`src/rtl/bsa_div.sv`:
```
// radix-2 restoring divider, one quotient bit per cycle
`timescale 1ns / 1ps

module bsa_div #(
  parameter int DIV_W = 18,
  parameter int DSR_W = 7
) (
  input  logic             clk_i,
  input  logic             rst_ni,
  input  logic             start_i,
  input  logic [DIV_W-1:0] dividend_i,
  input  logic [DSR_W-1:0] divisor_i,
  output logic             done_o,
  output logic [DIV_W-1:0] quotient_o,
  output logic [DSR_W-1:0] remainder_o
);

  localparam int CW = $clog2(DIV_W + 1);

  logic [CW-1:0]    cnt_q;
  logic             done_q;
  logic [DIV_W-1:0] quo_q;
  logic [DSR_W-1:0] rem_q;
  logic [DSR_W:0]   trial;
  logic [DSR_W:0]   diff;
  logic             fits;

  assign trial = {rem_q, quo_q[DIV_W-1]};
  assign fits  = (trial >= {1'b0, divisor_i});
  assign diff  = trial - {1'b0, divisor_i};

  always_ff @(posedge clk_i or negedge rst_ni) begin
    if (!rst_ni) begin
      cnt_q  <= '0;
      done_q <= 1'b0;
    end else if (start_i) begin
      cnt_q  <= CW'(DIV_W);
      done_q <= 1'b0;
    end else if (cnt_q != '0) begin
      cnt_q  <= cnt_q - 1'b1;
      done_q <= (cnt_q == CW'(1));
    end else begin
      done_q <= 1'b0;
    end
  end

  always_ff @(posedge clk_i) begin
    if (start_i) begin
      quo_q <= dividend_i;
      rem_q <= '0;
    end else if (cnt_q != '0) begin
      quo_q <= {quo_q[DIV_W-2:0], fits};
      rem_q <= fits ? diff[DSR_W-1:0] : trial[DSR_W-1:0];
    end
  end

  assign done_o      = done_q;
  assign quotient_o  = quo_q;
  assign remainder_o = rem_q;

endmodule

```
`config.mk`:
```
export PLATFORM = sky130hd
export DESIGN_NAME = bsa_div
export DESIGN_NICKNAME = d
export VERILOG_FILES = /design/src/rtl/bsa_div.sv
export SDC_FILE = /design/constraint.sdc
export NUM_CORES = 1
export LEC_CHECK = 0
export ABC_CLOCK_PERIOD_IN_PS = 6000
export BUFFER_PORTS_ARGS = -buffer_cell sky130_fd_sc_hd__buf_2
export CAP_MARGIN = 10
export CELL_PAD_IN_SITES_DETAIL_PLACEMENT = 2
export CELL_PAD_IN_SITES_GLOBAL_PLACEMENT = 2
export CORE_UTILIZATION = 34
export CTS_CLUSTER_DIAMETER = 60
export DETAILED_ROUTE_END_ITERATION = 8
export PLACE_DENSITY_LB_ADDON = 0.1
export SLEW_MARGIN = 15
export SYNTH_ARGS = -nofsm -noshare
export SYNTH_HDL_FRONTEND = slang
export SYNTH_SLANG_ARGS = --single-unit
```
`constraint.sdc`:
```
create_clock -name clk_i -period 6 [get_ports clk_i]
set_input_delay 0.9 -clock clk_i [delete_from_list [all_inputs] [get_ports clk_i]]
set_output_delay 0.9 -clock clk_i [all_outputs]
set_load 0.01 [all_outputs]
```
Word level (Yosys, flattened, before mapping) --
Cells that the tools add are included.
Operators by class: add/sub/neg operators 2, $mul 0, divide/modulo/power cells 0, order comparisons 1, equal/unequal tests 1, shift-type cells 0, muxes and demuxes 7, bitwise operators 0, reduce and logical (&&, ||, !) cells 2
Operators by type and width (number):
- $mux 18 | 2
- $mux 5 | 2
- $ge 8x7->1 | 1
- $mux 7 | 1
- $sub 7x7->7 | 1
- $eq 5x1->1 const B | 1
- $reduce_bool 5->1 | 1
- $sub 5x1->5 const B | 1
- $mux 1 | 2
- $reduce_bool 2->1 | 1
Word-level totals: register bits after elaboration 31, bits in latches 0, bits in writable memories 0, ROM bits 0, bits of input ports 28, output and inout bits 26, memories 0

Longest topological paths before layout --
depth in word-level cells 3, gate-level depth with buffers 9, gate-level depth less buffers 8

Worst setup path before layout --
No wires, ideal clock.
path type input port to flip-flop, start point input divisor_i[0], end point register quo_q[0], in the netlist quotient_o[0], data pin, setup time 0.130 ns, data arrival time 2.526 ns, path slack 3.344 ns, cell stages on the path 8, path buffers 1, path through ha_1 fa_1 nand2b_1 o2bb2ai_2 a221oi_4 or2_1 buf_4 mux2_2
On the way: longest elaborated chain between the ends 3
RTL lines:
- start: declaration | line 12 | input logic [DSR_W-1:0] divisor_i,
- $ge 8x7->1 | line 29 | assign fits = (trial >= {1'b0, divisor_i});
- $mux 18 | line 51 | end else if (cnt_q != '0) begin
- $mux 18 | line 48 | if (start_i) begin
- end signal: assignment | line 49 | quo_q <= dividend_i;
- end signal: assignment | line 52 | quo_q <= {quo_q[DIV_W-2:0], fits};
- end: declaration | line 22 | logic [DIV_W-1:0] quo_q;
Every way passes these cells. The select of a mux whose other input is x is not followed. A chain may end at the register's enable or synchronous reset.

Worst setup path in the final report --
Ends and elaborated chain as after synthesis.

==> run_summary.xml <==
<?xml version="1.0" encoding="UTF-8"?>
<metrics>
  <group name="setup_path">
    <metric name="worst-setup-path-type" unit="">input pin to flip-flop</metric>
    <metric name="cell_family_with_the_largest_share_of_critical_path_delay" unit="">adder cells</metric>
    <metric name="worst-path-buf-inv" unit="">1</metric>
    <metric name="critical_path.cell_chain" unit="">buf_2 &gt; ha_1 &gt; fa_1 &gt; nand2b_1 &gt; o2bb2ai_2 &gt; a221oi_4 &gt; or2_1 &gt; mux2_2</metric>
    <metric name="startpoint_type" unit="">input pin</metric>
    <metric name="cp.required" unit="ns">6.15</metric>
    <metric name="arrival" unit="ns">2.95</metric>
    <metric name="slowest_delay" unit="ns">0.42</metric>
    <metric name="critical-path-slowest-cell" unit="">sky130_fd_sc_hd__fa_1</metric>
    <metric name="critical_path.endpoint_type" unit="">flip-flop</metric>
    <metric name="crit_fanout" unit="">8</metric>
  </group>
  <group name="cts">
    <metric name="worstSkewPairLatency" unit="ns">0.28</metric>
    <metric name="tritoncts" unit="">yes</metric>
    <metric name="clock-root-buffer" unit="">sky130_fd_sc_hd__clkbuf_8</metric>
    <metric name="clock_tree.htree_level_count" unit="">2</metric>
    <metric name="max-clock-path-buffers" unit="">2</metric>
    <metric name="holdBufCountCts" unit="">0</metric>
    <metric name="clkSlewWorstSetupHoldPaths" unit="ns">0.07</metric>
    <metric name="post_cts_resized" unit="">0</metric>
    <metric name="cts_made_buffers" unit="">5</metric>
    <metric name="post-cts-setup-buffer-count" unit="">0</metric>
    <metric name="clock_sink_count" unit="">31</metric>
  </group>
  <group name="drt">
    <metric name="total_iterations_of_the_first_detailed_routing_run" unit="">4</metric>
    <metric name="dr_total_vias" unit="">1442</metric>
    <metric name="initialDrtViolationCount" unit="">32</metric>
    <metric name="route.detailed.drc" unit="">0</metric>
    <metric name="route.detailed.wl_per_inst" unit="um">16.62</metric>
    <metric name="ant_nets" unit="">0</metric>
    <metric name="route.detailed.vias_per_inst" unit="">5.132</metric>
    <metric name="wl" unit="mm">4.670</metric>
  </group>
  <group name="synthesis">
    <metric name="postSynthCellCount" unit="">159</metric>
    <metric name="synth_top_area_share" unit="%">30.86</metric>
    <metric name="main_combinational_cell_family_by_area_after_synthesis" unit="">compound AO/OA/AOI/OAI gates</metric>
    <metric name="synth_adder_area_share" unit="%">7.571</metric>
    <metric name="post_synth.cell_area_avg" unit="sq um">11.02</metric>
    <metric name="synth.mux.area_fraction" unit="%">12.79</metric>
    <metric name="async_flop_share" unit="%">19.35</metric>
    <metric name="yosys.area.top_type" unit="">sky130_fd_sc_hd__edfxtp_1</metric>
    <metric name="syn_area" unit="sq um">1752</metric>
    <metric name="dominantRegCellSynth" unit="">sky130_fd_sc_hd__edfxtp_1</metric>
    <metric name="synth_simple_gate_area_share" unit="%">11.86</metric>
    <metric name="count_of_flip_flops_with_a_built_in_enable_after_synthesis" unit="">18</metric>
    <metric name="synth_compound_area_share" unit="%">13.43</metric>
    <metric name="mappedNetlistNets" unit="">197</metric>
    <metric name="postSynthRegisterBits" unit="">31</metric>
    <metric name="synth-seq-area-share" unit="%">47.43</metric>
    <metric name="ys.warnings.count" unit="">0</metric>
    <metric name="synthesized_area_fraction_occupied_by_xor_and_xnor_cells" unit="%">2.000</metric>
    <metric name="yosys-top-cells-area" unit="">sky130_fd_sc_hd__edfxtp_1 31%, sky130_fd_sc_hd__mux2_2 12%, sky130_fd_sc_hd__dfrtp_1 8.6%</metric>
    <metric name="yosysUniqueCellTypes" unit="">41</metric>
  </group>
  <group name="placement">
    <metric name="buffer_ports.inserted" unit="">53</metric>
    <metric name="dpl_wire_length" unit="mm">3.616</metric>
    <metric name="detailed_place.area" unit="sq um">2067</metric>
    <metric name="gp_congestion" unit="">0.7546</metric>
  </group>
  <group name="floorplan">
    <metric name="fp.dieArea" unit="sq um">5443</metric>
    <metric name="total_number_of_placement_rows" unit="">25</metric>
    <metric name="design.portCount" unit="">54</metric>
    <metric name="core_region_area" unit="sq um">4848</metric>
    <metric name="die_w" unit="um">73.78</metric>
    <metric name="initial_standard_cell_utilization_of_the_core" unit="%">36.13</metric>
    <metric name="chipHeight" unit="um">73.78</metric>
  </group>
  <group name="final_layout">
    <metric name="final_cell_mix" unit="">53 x sky130_fd_sc_hd__buf_2, 19 x sky130_fd_sc_hd__mux2_2, 18 x sky130_fd_sc_hd__edfxtp_1</metric>
    <metric name="final_layout_size_suffix_gt1_share" unit="%">38.79</metric>
    <metric name="diodes" unit="">0</metric>
    <metric name="layout.cells.most_common" unit="">sky130_fd_sc_hd__buf_2</metric>
    <metric name="nets" unit="">251</metric>
    <metric name="sequential_cell_area" unit="sq um">830.8</metric>
    <metric name="area_overhead_of_the_layout_relative_to_synthesis" unit="%">23.14</metric>
    <metric name="multi_input_comb_area" unit="sq um">834.6</metric>
    <metric name="stdcell_area" unit="sq um">2157</metric>
    <metric name="fillers" unit="">526</metric>
  </group>
  <group name="pwr">
    <metric name="pwr_density_cell" unit="nW/um^2">368.2</metric>
    <metric name="power.static_leakage" unit="uW">0.0009736</metric>
    <metric name="worst_ir_drop_vdd" unit="uV">153.9</metric>
  </group>
  <group name="global_routing">
    <metric name="wire_length_of_the_first_global_routing_pass" unit="mm">7.500</metric>
    <metric name="grt_max_degree" unit="">24</metric>
    <metric name="antenna_found_initial" unit="">0</metric>
    <metric name="grt_use_total" unit="%">18.54</metric>
    <metric name="gr-total-overflow" unit="">0</metric>
    <metric name="first_global_vias" unit="">1553</metric>
  </group>
  <group name="status">
    <metric name="outcome" unit="">completed</metric>
  </group>
  <group name="sta">
    <metric name="fin_crit" unit="ns">2.800</metric>
    <metric name="hold_viol" unit="">0</metric>
    <metric name="timing.max_slew.rel_slack" unit="%">53.25</metric>
    <metric name="setup_skew" unit="ns">0.005300</metric>
    <metric name="worst-slew-pin-transition" unit="ns">0.7006</metric>
    <metric name="setup_viol_count_final" unit="">0</metric>
    <metric name="fmax" unit="GHz">0.3572</metric>
    <metric name="rsz0062_at_grt" unit="">false</metric>
    <metric name="finalSetupTns" unit="ns">0</metric>
    <metric name="final_min_period_over_clock_period" unit="%">46.66</metric>
    <metric name="finalMaxSlewViolations" unit="">0</metric>
  </group>
  <group name="worst_hold_path">
    <metric name="min-delay-path-class" unit="">input pin to async pin</metric>
  </group>
  <group name="job">
    <metric name="cap_violations" unit="">0</metric>
  </group>
</metrics>
## cell families (layout without fill, tap and decap cells)
family | count (synthesis) | in the layout
adder cells (fa/ha/maj) | 10 | 10
AO/OA/AOI/OAI | 32 | 32
multiplexers | 20 | 20
buffers and inverters | 20 | 75
XOR/XNOR | 4 | 4
flip-flops | 31 | 31
AND/OR/NAND/NOR | 42 | 42
## final timing paths
check	start	endpoint	slack, ns	cells after the start
max in group asynchronous	rst_ni	done_o	5.41	1
min	rst_ni	cnt_q[0]	0.43	1
max	divisor_i[0]	quotient_o[0]	3.20	8
min reg2reg	remainder_o[6]	remainder_o[6]	0.54	2
max reg2reg	quotient_o[17]	quotient_o[0]	3.52	8
min in group clk_i	remainder_o[6]	remainder_o[6]	0.54	2
## cell type report
class / count / share of cell area [%]
clock buffer: 7 / 4.002
clock inverter: 1 / 0.1740
inverter: 14 / 2.436
multi-input combinational: 108 / 38.69
sequential: 31 / 38.52
tap: 67 / 3.886
timing repair buffer: 53 / 12.30
## registers in the layout, summed over array words and instances, names as in the netlist
name and flops:
done_o 1, quotient_o 18, cnt_q 5, remainder_o 7
## Yosys cell counts (all sizes together) (2+ instances only)
library cell and instances:
a21o 2, a21oi 5, a22oi 2, and3 2, buf 4, clkbuf 2, dfrtp 6, dfxtp 7
edfxtp 18, ha 9, inv 14, mux2 19, nand2 14, nand2b 4, nor2 10, nor2b 2
nor3 3, nor3b 2, o211ai 4, o21ai 9, o221ai 2, o22ai 2, o311ai 2, or2 2
xnor2 2, xor2 2
## worst reg2reg max path, delay by kind of cell (launching register included)
kind | cells | cell delay (ns)
multiplexers | 1 | 0.22
adder cells (fa/ha/maj) | 2 | 0.63
buffers and inverters | 1 | 0.07
flip-flops | 1 | 0.34
AND/OR/NAND/NOR | 2 | 0.54
AO/OA/AOI/OAI | 2 | 0.55
## metal layers
| metal | track usage (%) | wire length (um) | vias to the layer above |
|---|---|---|---|
| li1 | - | - | 684 |
| met1 | 22.09 | 1964 | 721 |
| met2 | 31.70 | 2415 | 31 |
| met3 | 5.487 | 224 | 6 |
| met4 | 6.410 | 65 | 0 |
| met5 | 0 | 0 | - |
## where the power goes
| group | total, uW | switching [uW] | internal (uW) | leakage [uW] |
|---|---|---|---|---|
| clock network | 168 | 75.7 | 91.8 | 0.0000459 |
| registers | 311 | 38.1 | 273 | 0.000323 |
| logic | 315 | 175 | 140 | 0.000605 |
## per-stage QoR
step	power, uW	setup slack, ns	hold slack (ns)	instances	utilization [%]
after CTS	806.7	3.214	0.4283	281	44.49
after detailed placement	631.2	2.916	0.5214	273	42.63
after global placement	612.9	3.033	0.4763	273	42.63
final	794.1	3.200	0.4342	281	44.49
after global routing	843.8	3.086	0.4314	281	44.49
after floorplan	532.2	3.344	0.4908	159	-
Power figures use the tool's default switching activity.
